### src/rtl/rbe_pkg.sv
// ----------------------------------------------------------------------------
// rbe_pkg
// Shared types and constants of the binary rANS encoder: microcode
// operations, the control word seen by the datapath and its status back.
// ----------------------------------------------------------------------------
package rbe_pkg;

    // coder state width and renormalisation lower bound
    localparam int STATE_W = 31;
    localparam logic [STATE_W-1:0] RANS_LOW = 31'd8388608;

    // default probability resolution
    localparam int PROB_BITS_DEF = 16;

    // configuration register
    localparam int FREQ_CFG_W = 16;
    localparam logic [FREQ_CFG_W-1:0] FREQ_ONE_RST = 16'd32768;

    // output byte
    localparam int BYTE_W = 8;

    // datapath operations driven by the microcode
    typedef enum logic [2:0] {
        OP_NOP,
        OP_ACCEPT,
        OP_RENORM,
        OP_DIV_INIT,
        OP_DIV_STEP,
        OP_UPDATE,
        OP_EMIT,
        OP_CLEAR
    } op_t;

    // control from the sequencer to the datapath
    typedef struct packed {
        op_t        op;
        logic [1:0] byte_sel;
        logic       last;
    } ctrl_t;

    // status from the datapath to the sequencer
    typedef struct packed {
        logic is_flush;
        logic above;
        logic div_more;
        logic out_free;
    } status_t;

endpackage

### src/rtl/rbe_seq.sv
// ----------------------------------------------------------------------------
// rbe_seq
// Microcode sequencer: step counter, control ROM and jump conditions.
// Stalls on a byte emission while the output register is still occupied.
// ----------------------------------------------------------------------------
module rbe_seq
(
    input  logic             clk,
    input  logic             rst_n,
    input  logic             in_valid,
    input  rbe_pkg::status_t status_i,
    output rbe_pkg::ctrl_t   ctrl_o
);

    typedef logic [3:0] step_t;

    typedef enum logic [2:0] {
        COND_NEVER,
        COND_ALWAYS,
        COND_NO_INPUT,
        COND_FLUSH,
        COND_ABOVE,
        COND_DIV_MORE
    } cond_t;

    typedef struct packed {
        rbe_pkg::op_t op;
        cond_t        cond;
        step_t        target;
        logic [1:0]   byte_sel;
        logic         last;
    } uword_t;

    // program addresses
    localparam step_t STEP_WAIT     = 4'd0;
    localparam step_t STEP_DISPATCH = 4'd1;
    localparam step_t STEP_RENORM   = 4'd2;
    localparam step_t STEP_DIV_INIT = 4'd3;
    localparam step_t STEP_DIV      = 4'd4;
    localparam step_t STEP_UPDATE   = 4'd5;
    localparam step_t STEP_FLUSH_B3 = 4'd6;
    localparam step_t STEP_FLUSH_B2 = 4'd7;
    localparam step_t STEP_FLUSH_B1 = 4'd8;
    localparam step_t STEP_FLUSH_B0 = 4'd9;
    localparam step_t STEP_CLEAR    = 4'd10;

    // control store
    function automatic uword_t rom_word(input step_t a);
        uword_t w;
        w = '{op: rbe_pkg::OP_NOP, cond: COND_ALWAYS, target: STEP_WAIT,
              byte_sel: 2'd0, last: 1'b0};
        unique case (a)
            STEP_WAIT:
            begin
                w.op     = rbe_pkg::OP_ACCEPT;
                w.cond   = COND_NO_INPUT;
                w.target = STEP_WAIT;
            end
            STEP_DISPATCH:
            begin
                w.cond   = COND_FLUSH;
                w.target = STEP_FLUSH_B3;
            end
            STEP_RENORM:
            begin
                w.op     = rbe_pkg::OP_RENORM;
                w.cond   = COND_ABOVE;
                w.target = STEP_RENORM;
            end
            STEP_DIV_INIT:
            begin
                w.op   = rbe_pkg::OP_DIV_INIT;
                w.cond = COND_NEVER;
            end
            STEP_DIV:
            begin
                w.op     = rbe_pkg::OP_DIV_STEP;
                w.cond   = COND_DIV_MORE;
                w.target = STEP_DIV;
            end
            STEP_UPDATE:
            begin
                w.op     = rbe_pkg::OP_UPDATE;
                w.cond   = COND_ALWAYS;
                w.target = STEP_WAIT;
            end
            STEP_FLUSH_B3:
            begin
                w.op       = rbe_pkg::OP_EMIT;
                w.cond     = COND_NEVER;
                w.byte_sel = 2'd3;
            end
            STEP_FLUSH_B2:
            begin
                w.op       = rbe_pkg::OP_EMIT;
                w.cond     = COND_NEVER;
                w.byte_sel = 2'd2;
            end
            STEP_FLUSH_B1:
            begin
                w.op       = rbe_pkg::OP_EMIT;
                w.cond     = COND_NEVER;
                w.byte_sel = 2'd1;
            end
            STEP_FLUSH_B0:
            begin
                w.op       = rbe_pkg::OP_EMIT;
                w.cond     = COND_NEVER;
                w.byte_sel = 2'd0;
                w.last     = 1'b1;
            end
            STEP_CLEAR:
            begin
                w.op     = rbe_pkg::OP_CLEAR;
                w.cond   = COND_ALWAYS;
                w.target = STEP_WAIT;
            end
            default:
            begin
                w.cond   = COND_ALWAYS;
                w.target = STEP_WAIT;
            end
        endcase
        return w;
    endfunction

    step_t  pc_reg;
    step_t  pc_next;
    uword_t word;
    logic   jump;
    logic   hold;

    assign word = rom_word(pc_reg);

    // jump condition
    always_comb
    begin
        unique case (word.cond)
            COND_NEVER:    jump = 1'b0;
            COND_ALWAYS:   jump = 1'b1;
            COND_NO_INPUT: jump = !in_valid;
            COND_FLUSH:    jump = status_i.is_flush;
            COND_ABOVE:    jump = status_i.above;
            COND_DIV_MORE: jump = status_i.div_more;
            default:       jump = 1'b0;
        endcase
    end

    // wait while a byte is due and the output register is full
    assign hold = !status_i.out_free &&
                  ((word.op == rbe_pkg::OP_EMIT) ||
                   ((word.op == rbe_pkg::OP_RENORM) && status_i.above));

    // next step
    always_comb
    begin
        priority if (hold)
            pc_next = pc_reg;
        else if (jump)
            pc_next = word.target;
        else
            pc_next = pc_reg + 4'd1;
    end

    // step counter
    always_ff @(posedge clk or negedge rst_n)
    begin
        if (!rst_n)
            pc_reg <= STEP_WAIT;
        else
            pc_reg <= pc_next;
    end

    // control word to the datapath
    assign ctrl_o.op       = hold ? rbe_pkg::OP_NOP : word.op;
    assign ctrl_o.byte_sel = word.byte_sel;
    assign ctrl_o.last     = word.last;

    // the program never runs past its final step
    assert property (@(posedge clk) disable iff (!rst_n) pc_reg <= STEP_CLEAR)
        else $error("step counter outside the program");

    // the final flush byte is followed by the state clear
    assert property (@(posedge clk) disable iff (!rst_n)
        (ctrl_o.op == rbe_pkg::OP_EMIT) && ctrl_o.last
        |=> (ctrl_o.op == rbe_pkg::OP_CLEAR))
        else $error("flush did not end with a state clear");

endmodule

### src/rtl/rbe_datapath.sv
// ----------------------------------------------------------------------------
// rbe_datapath
// Coder state, working register, shared restoring divider, renormalisation
// compare and the output register, all driven by the microcode word.
// ----------------------------------------------------------------------------
module rbe_datapath
#(
    parameter int PROB_BITS = rbe_pkg::PROB_BITS_DEF
)
(
    input  logic                       clk,
    input  logic                       rst_n,
    input  rbe_pkg::ctrl_t             ctrl_i,
    input  logic                       in_valid,
    input  logic                       operation,
    input  logic                       symbol,
    input  logic [PROB_BITS-1:0]       freq_eff,
    input  logic                       out_ready,
    output logic                       out_valid,
    output logic [rbe_pkg::BYTE_W-1:0] out_byte,
    output logic                       last,
    output rbe_pkg::status_t           status_o
);

    localparam int SW         = rbe_pkg::STATE_W;
    localparam int BW         = rbe_pkg::BYTE_W;
    localparam int XMAX_SHIFT = SW - PROB_BITS;
    localparam int CNT_W      = $clog2(SW);
    localparam logic [CNT_W-1:0] DIV_LAST = CNT_W'(SW - 1);

    logic [SW-1:0]         state_reg, state_next;
    logic [SW-1:0]         x_reg, x_next;
    logic [PROB_BITS-1:0]  rem_reg, rem_next;
    logic [CNT_W-1:0]      cnt_reg, cnt_next;
    logic [PROB_BITS-1:0]  freq_reg, freq_next;
    logic [PROB_BITS-1:0]  start_reg, start_next;
    logic                  flush_reg, flush_next;
    logic                  out_valid_reg, out_valid_next;
    logic [BW-1:0]         out_byte_reg, out_byte_next;
    logic                  out_last_reg, out_last_next;

    logic [PROB_BITS-1:0]  freq_neg;
    logic [SW-1:0]         x_max;
    logic [SW-1:0]         x_shr;
    logic                  above;
    logic                  renorm_last;
    logic [PROB_BITS:0]    trial;
    logic [PROB_BITS:0]    trial_diff;
    logic                  trial_ge;
    logic [SW:0]           flush_word;
    logic [BW-1:0]         flush_byte;
    logic [SW-1:0]         update_sum;
    logic                  emit;

    // frequency of symbol zero, also the start of symbol one
    assign freq_neg = '0 - freq_eff;

    // renormalisation bound and byte shift
    assign x_max       = SW'(freq_reg) << XMAX_SHIFT;
    assign x_shr       = x_reg >> BW;
    assign above       = x_reg >= x_max;
    assign renorm_last = x_shr < x_max;

    // one restoring division step, dividend shifted out of x_reg
    assign trial      = {rem_reg, x_reg[SW-1]};
    assign trial_diff = trial - {1'b0, freq_reg};
    assign trial_ge   = trial >= {1'b0, freq_reg};

    // flush byte select
    assign flush_word = {1'b0, x_reg};
    assign flush_byte = flush_word[{ctrl_i.byte_sel, 3'b000} +: BW];

    // new state from quotient, remainder and start
    assign update_sum = (x_reg << PROB_BITS) + SW'(rem_reg) + SW'(start_reg);

    // datapath operation
    always_comb
    begin
        state_next    = state_reg;
        x_next        = x_reg;
        rem_next      = rem_reg;
        cnt_next      = cnt_reg;
        freq_next     = freq_reg;
        start_next    = start_reg;
        flush_next    = flush_reg;
        emit          = 1'b0;
        out_byte_next = out_byte_reg;
        out_last_next = out_last_reg;
        unique case (ctrl_i.op)
            rbe_pkg::OP_NOP:
            begin
            end
            rbe_pkg::OP_ACCEPT:
            begin
                if (in_valid)
                begin
                    x_next     = state_reg;
                    flush_next = operation;
                    freq_next  = symbol ? freq_eff : freq_neg;
                    start_next = symbol ? freq_neg : '0;
                end
            end
            rbe_pkg::OP_RENORM:
            begin
                if (above)
                begin
                    emit          = 1'b1;
                    out_byte_next = x_reg[BW-1:0];
                    out_last_next = renorm_last;
                    x_next        = x_shr;
                end
            end
            rbe_pkg::OP_DIV_INIT:
            begin
                rem_next = '0;
                cnt_next = '0;
            end
            rbe_pkg::OP_DIV_STEP:
            begin
                rem_next = trial_ge ? trial_diff[PROB_BITS-1:0] : trial[PROB_BITS-1:0];
                x_next   = {x_reg[SW-2:0], trial_ge};
                cnt_next = cnt_reg + CNT_W'(1);
            end
            rbe_pkg::OP_UPDATE:
            begin
                state_next = update_sum;
            end
            rbe_pkg::OP_EMIT:
            begin
                emit          = 1'b1;
                out_byte_next = flush_byte;
                out_last_next = ctrl_i.last;
            end
            rbe_pkg::OP_CLEAR:
            begin
                state_next = rbe_pkg::RANS_LOW;
            end
        endcase
    end

    // output register occupancy
    always_comb
    begin
        priority if (emit)
            out_valid_next = 1'b1;
        else if (out_ready)
            out_valid_next = 1'b0;
        else
            out_valid_next = out_valid_reg;
    end

    // control registers
    always_ff @(posedge clk or negedge rst_n)
    begin
        if (!rst_n)
        begin
            state_reg     <= rbe_pkg::RANS_LOW;
            cnt_reg       <= '0;
            flush_reg     <= 1'b0;
            out_valid_reg <= 1'b0;
        end
        else
        begin
            state_reg     <= state_next;
            cnt_reg       <= cnt_next;
            flush_reg     <= flush_next;
            out_valid_reg <= out_valid_next;
        end
    end

    // payload registers
    always_ff @(posedge clk)
    begin
        x_reg        <= x_next;
        rem_reg      <= rem_next;
        freq_reg     <= freq_next;
        start_reg    <= start_next;
        out_byte_reg <= out_byte_next;
        out_last_reg <= out_last_next;
    end

    assign out_valid = out_valid_reg;
    assign out_byte  = out_byte_reg;
    assign last      = out_last_reg;

    assign status_o.is_flush = flush_reg;
    assign status_o.above    = above;
    assign status_o.div_more = cnt_reg != DIV_LAST;
    assign status_o.out_free = !out_valid_reg || out_ready;

    // the coder state never drops below the lower bound
    assert property (@(posedge clk) disable iff (!rst_n) state_reg >= rbe_pkg::RANS_LOW)
        else $error("coder state below lower bound");

    // the divider leaves a remainder below the divisor
    assert property (@(posedge clk) disable iff (!rst_n)
        (ctrl_i.op == rbe_pkg::OP_UPDATE) |-> (rem_reg < freq_reg))
        else $error("division remainder out of range");

endmodule

### src/rtl/rans_binary_encoder.sv
// ----------------------------------------------------------------------------
// rans_binary_encoder
// Byte-wise rANS encoder for a binary alphabet with a static quantised
// probability, run by a microcoded sequencer over a shared divider datapath.
// ----------------------------------------------------------------------------
// Encode transaction: from acceptance to the next free input slot it runs
//   dispatch, renormalisation (0 to 2 bytes), divider set-up, the 31-step
//   divider and the update; a renormalisation byte waits on out_ready.
// Flush transaction: four bytes then a state clear, waiting on out_ready.
// A byte is shown the cycle after it is produced, from the output register.
// Reset: state to the lower bound, freq_one to 32768, output empty.
// ----------------------------------------------------------------------------
module rans_binary_encoder
#(
    parameter int PROB_BITS = rbe_pkg::PROB_BITS_DEF
)
(
    input  logic                           clk,
    input  logic                           rst_n,
    input  logic                           cfg_valid,
    output logic                           cfg_ready,
    input  logic [rbe_pkg::FREQ_CFG_W-1:0] freq_one,
    input  logic                           in_valid,
    output logic                           in_ready,
    input  logic                           operation,
    input  logic                           symbol,
    output logic                           out_valid,
    input  logic                           out_ready,
    output logic [rbe_pkg::BYTE_W-1:0]     out_byte,
    output logic                           last
);

    localparam int FW = rbe_pkg::FREQ_CFG_W;
    localparam logic [FW:0] FREQ_MAX = (FW+1)'((1 << PROB_BITS) - 1);

    logic [FW-1:0]         freq_one_reg;
    logic [PROB_BITS-1:0]  freq_eff;
    rbe_pkg::ctrl_t        ctrl;
    rbe_pkg::status_t      status;

    // configuration register, always writable
    assign cfg_ready = 1'b1;

    always_ff @(posedge clk or negedge rst_n)
    begin
        if (!rst_n)
            freq_one_reg <= rbe_pkg::FREQ_ONE_RST;
        else if (cfg_valid)
            freq_one_reg <= freq_one;
    end

    // raise a zero frequency to one, saturate it to one below the scale
    always_comb
    begin
        priority if (freq_one_reg == '0)
            freq_eff = PROB_BITS'(1);
        else if ({1'b0, freq_one_reg} > FREQ_MAX)
            freq_eff = FREQ_MAX[PROB_BITS-1:0];
        else
            freq_eff = freq_one_reg[PROB_BITS-1:0];
    end

    // input taken only on the wait step
    assign in_ready = ctrl.op == rbe_pkg::OP_ACCEPT;

    rbe_seq u_seq
    (
        .clk      (clk),
        .rst_n    (rst_n),
        .in_valid (in_valid),
        .status_i (status),
        .ctrl_o   (ctrl)
    );

    rbe_datapath
    #(
        .PROB_BITS (PROB_BITS)
    )
    u_datapath
    (
        .clk       (clk),
        .rst_n     (rst_n),
        .ctrl_i    (ctrl),
        .in_valid  (in_valid),
        .operation (operation),
        .symbol    (symbol),
        .freq_eff  (freq_eff),
        .out_ready (out_ready),
        .out_valid (out_valid),
        .out_byte  (out_byte),
        .last      (last),
        .status_o  (status)
    );

endmodule

### config.mk
export PLATFORM = sky130hd
export DESIGN_NAME = rans_binary_encoder
export DESIGN_NICKNAME = d
export VERILOG_FILES = /design/src/rtl/rbe_pkg.sv /design/src/rtl/rbe_seq.sv /design/src/rtl/rbe_datapath.sv /design/src/rtl/rans_binary_encoder.sv
export SDC_FILE = /design/constraint.sdc
export NUM_CORES = 1
export LEC_CHECK = 0
export BUFFER_PORTS_ARGS = -buffer_cell sky130_fd_sc_hd__buf_2
export CELL_PAD_IN_SITES_DETAIL_PLACEMENT = 1
export CELL_PAD_IN_SITES_GLOBAL_PLACEMENT = 1
export CORE_MARGIN = 5
export CORE_UTILIZATION = 50
export CTS_BUF_LIST = sky130_fd_sc_hd__clkbuf_4 sky130_fd_sc_hd__clkbuf_8 sky130_fd_sc_hd__clkbuf_16
export DETAILED_ROUTE_END_ITERATION = 6
export PLACE_DENSITY = 0.88
export SLEW_MARGIN = 10
export SYNTH_ARGS = -nofsm -noshare
export SYNTH_HDL_FRONTEND = slang
export SYNTH_HIERARCHICAL = 1
export SYNTH_SLANG_ARGS = --single-unit
### constraint.sdc
create_clock -name clk -period 6.8 [get_ports clk]
set_clock_uncertainty 0.05 [all_clocks]
set_input_delay 1.36 -clock clk [delete_from_list [all_inputs] [get_ports clk]]
set_output_delay 1.36 -clock clk [all_outputs]
set_load 0.02 [all_outputs]
Yosys cells after proc, flatten, opt, wreduce, memory -nomap -nowiden
Cells that the tools add are included.
{ "op_classes": {"addsub": 6, "reduce_logical": 19, "order_cmp": 3, "n_shift": 1, "eq_ne": 27, "mux": 25} }
{ "ops": {"columns": ["operator", "count"], "rows": [
  ["$pmux 31 s3", 1],
  ["$add 31x16->31", 2],
  ["$mux 31", 2],
  ["$pmux 31 s2", 1],
  ["$mux 16", 3],
  ["$pmux 16 s2", 1],
  ["$shiftx 32x6->8", 1],
  ["$ge 31x31->1", 1],
  ["$lt 23x31->1", 1],
  ["$eq 3x3->1 const B", 7],
  ["$pmux 3 s7", 1],
  ["$ge 17x16->1", 1],
  ["$eq 4x3->1 const B", 4],
  ["$logic_not 16->1", 1],
  ["$pmux 8 s2", 1],
  ["$sub 1x16->16 const A", 1],
  ["$sub 16x16->16", 1],
  ["$eq 3x2->1 const B", 5],
  ["$pmux 3 s5", 1],
  ["$eq 4x4->1 const B", 3],
  ["$pmux 5 s2", 1],
  ["$pmux 3 s3", 1],
  ["$eq 4x2->1 const B", 2],
  ["$mux 8", 1],
  ["other kinds (23)", 37]
]} }
{ "word_totals": {"reg_bits": 146, "wordCells": 93} }

Longest topological paths before layout
{ "depth": {"word_depth": 11, "mapped_depth": 20, "mapped_depth_nobuf": 18} }

Modules after synthesis
Netlist, hierarchy kept.
{ "by_module_without_submodules": {"columns": ["module", "cells_each", "area_per_inst_um2", "n_inst"], "rows": [
  ["rbe_datapath", 829, 8245.4, 1],
  ["rans_binary_encoder", 57, 759.5, 1],
  ["rbe_seq", 65, 546.8, 1]
]} }

Least setup slack after synthesis
No wires, ideal clock.
{ "synth_path": {"path_kind": "input -> register", "from": "in out_ready", "to": "reg u_datapath.x_reg[0] (enable)", "path_stages": 7, "path_slack_ns": 0.777, "arrival_ns": 5.507, "t_required_ns": 6.284, "n_path_buf": 1, "cell_sequence": "nand2b_1 nor4_2 a21oi_1 clkbuf_1 nor3_1 nor2_1 o31ai_1"} }
{ "synth_rtl": {"columns": ["item", "line_no", "text"], "rows": [
  ["from (decl)", "rans_binary_encoder.sv:28", "input logic out_ready,"],
  ["to (signal assigned)", "rbe_datapath.sv:174", "x_reg <= x_next;"],
  ["to (decl)", "rbe_datapath.sv:32", "logic [SW-1:0] x_reg, x_next;"]
]} }

==> run_results.csv <==
group,metric,value,unit
sta,tightestPinTransition,0.902,ns
sta,rsz0062_at_grt,"false",
clock_network,cts_setup_buffers,0,
die,initial_core_util,0.509,
setup_path,startpoint_type,"register",
clock_network,cts_tree,"yes",
sta,timing.fmax,188,MHz
logic_synthesis,async_flop_share,0.397,
global_routing,grtUsageTotal,0.261,
clock_network,path_clk_slew,0.06,ns
clock_network,cts_buffers,17,
sta,finalSetupViolations,0,
global_routing,grt_pass1_vias,8072,
final_layout,num_antenna_cells,0,
logic_synthesis,synth_edf_count,88,
clock_network,htree_levels,4,
setup_path,r2r_slack,1.94,ns
global_routing,grt-ovfl-total,0,
min_path,min_to,"u_datapath/state_reg[2]$_DFFE_PN0P_",
outcome,status,"finished clean",
clock_network,cts_sinks,146,
global_routing,grt_max_degree,59,
die,num_io_pins,35,
routing,vias,7723,
logic_synthesis,synth.distinct_cells,80,
die,die_y,148,µm
clock_network,ctsHoldBuffers,0,
routing,via_per_inst,6.42,
global_routing,antenna_found_initial,1,
sta,period_share,0.783,
sta,timing.slew.headroom,0.395,
setup_path,cp-end-kind,"output pin",
logic_synthesis,seq_area_frac_synth,0.429,
clock_network,cts_buffer_depth,2,
clock_network,worstSkewPairLatency,0.43,ns
final_layout,nets,1044,
die,die-area,0.0220,mm²
placement,gp_congestion,0.887,
setup_path,timing.rr.end,"u_datapath/rem_reg[0]$_SDFFCE_PN0P_",
sta,fin_tns_setup,0,ns
logic_synthesis,yosys_warnings,6,
routing,initialDrtViolationCount,719,
logic_synthesis,syn_area_per_cell,10.0,µm²
die,rows,50,
die,die_w,148,µm
setup_path,rr_worst_depth,16,
logic_synthesis,syn-num-nets,1038,
logic_synthesis,syn_inst,951,
clock_network,clock-root-buffer,"clkbuf_16",
setup_path,crit_type,"reg2out",
global_routing,grt_pass1_wl,45.1,mm
setup_path,cp.arrival,3.92,ns
final_layout,area_delta_synth_final,9.29,%
clock_network,post_cts_resized,0,
min_path,hp-class,"reg2reg",
setup_path,cp.required,5.39,ns
routing,drc,0,
placement,portBuffers,33,
routing,routed_wl,28.0,mm
logic_synthesis,synthFlopType,"edfxtp_1",
flow_run,drv_cap,0,
logic_synthesis,synth.ff_latch_count,146,
sta,slew_viol_final,0,
placement,dpl.hpwl,19.9,mm
sta,hold_viol_final,0,
setup_path,path_max_fanout,17,
die,core_area,0.0188,mm²
logic_synthesis,synthesis.area,0.00955,mm²
min_path,min_path_cells,2,
min_path,min_from,"u_datapath/state_reg[2]$_DFFE_PN0P_",
routing,wire_per_inst,23.3,µm
routing,dr.pass1.iters,5,
setup_path,r2r_start,"u_datapath/freq_reg[6]$_DFFE_PP_",
sta,layout_min_cycle_time,5.33,ns
final_layout,drive_gt1_frac,0.131,
routing,ant_nets,0,
==> per-layer routing <==
metal	vias to the layer above	GRT usage	wire (µm)
met5	-	0	12
met4	2	0.103	1080
met3	70	0.0521	1650
met2	263	0.440	13700
met1	3877	0.330	11500
li1	3511	-	-
==> area by class of cell <==
| class | count | area, µm² |
|---|---|---|
| clock buffers | 20 | 454 |
| repair buffers | 45 | 255 |
| inverters | 36 | 135 |
| well taps | 234 | 293 |
| multi-input cells | 711 | 5080 |
| flip-flops and latches | 146 | 4100 |
| clock inverters | 11 | 129 |
| fillers | 2087 | 8330 |
==> cell families after synthesis <==
logic type | synth area share
AO/OA/AOI/OAI | 0.182
adder cells (fa/ha/maj) | 0.0854
XOR/XNOR | 0.0559
AND/OR/NAND/NOR | 0.162
flip-flops | 0.429
buffers and inverters | 0.0419
other | 0.000393
multiplexers | 0.0439
==> worst max path at each step <==
stage                                          start  depth (start not counted)  slack [ns]                       endpoint
finish              u_datapath/freq_reg[6]$_DFFE_PP_                         14        1.47                       in_ready
global route          u_datapath/x_reg[20]$_DFFE_PP_                         14        1.21                       in_ready
CTS                 u_datapath/freq_reg[5]$_DFFE_PP_                         15        1.53                       in_ready
detailed placement  u_datapath/freq_reg[1]$_DFFE_PP_                         15        2.01                       in_ready
global placement    u_datapath/freq_reg[1]$_DFFE_PP_                         15        2.14                       in_ready
floorplan                                  out_ready                          7        0.78  u_datapath/x_reg[0]$_DFFE_PP_
==> cells in the mapped netlist, types with 15 or more instances <==
cell / number / area share
o22ai_1: 15 / 0.0098
nor2b_1: 16 / 0.010
ha_1: 62 / 0.081
a21oi_1: 43 / 0.023
nand2_1: 99 / 0.039
edfxtp_1: 88 / 0.28
a22o_1: 28 / 0.026
a21o_1: 15 / 0.012
nor2_1: 64 / 0.025
nand3_1: 16 / 0.0084
clkbuf_1: 47 / 0.018
and2_1: 22 / 0.014
o21ai_0: 38 / 0.020
inv_1: 36 / 0.014
dfrtp_1: 56 / 0.15
xor2_1: 33 / 0.030
a22oi_1: 23 / 0.018
xnor2_1: 28 / 0.026
nand2b_1: 17 / 0.011
mux2_2: 15 / 0.018
==> metrics by stage <==
step / util / worst slack, ns / hold WS, ns / instances / cell area, µm²
4_1_cts: 0.556 / 1.53 / 0.443 / 1203 / 10400
3_3_place_gp: 0.525 / 2.14 / 0.414 / 1172 / 9860
5_1_grt: 0.556 / 1.21 / 0.465 / 1203 / 10400
6_report: 0.556 / 1.47 / 0.440 / 1203 / 10400
3_5_place_dp: 0.525 / 2.01 / 0.420 / 1172 / 9860
2_1_floorplan: - / 0.777 / 0.393 / 951 / 9550
==> critical path: stages (launching register included) <==
cell and delay (ns):
edfxtp_1 0.42, inv_1 0.27, ha_1 0.32, a21oi_1 0.16, nor2b_1 0.06, o21ai_0 0.17, o211ai_1 0.13, a221oi_1 0.76
inv_1 0.20, a221oi_4 0.26, nor3_1 0.10, nor2_1 0.11, buf_4 0.27, nor3b_1 0.10, buf_2 0.17
==> cell usage in the layout (no fill, tap or decap), drive strengths merged, types with 25 or more instances in the layout <==
cell,synthesis,routed
buf,10,45
ha,62,62
xnor2,28,28
inv,36,39
mux2,25,25
nor2,64,64
xor2,33,33
nand2,99,99
a21oi,44,44
o21ai,40,40
dfrtp,56,56
a22o,28,28
edfxtp,88,88
Power is not shown: default switching activity piles up to over one toggle a cycle in this logic, so the estimate is an artifact.
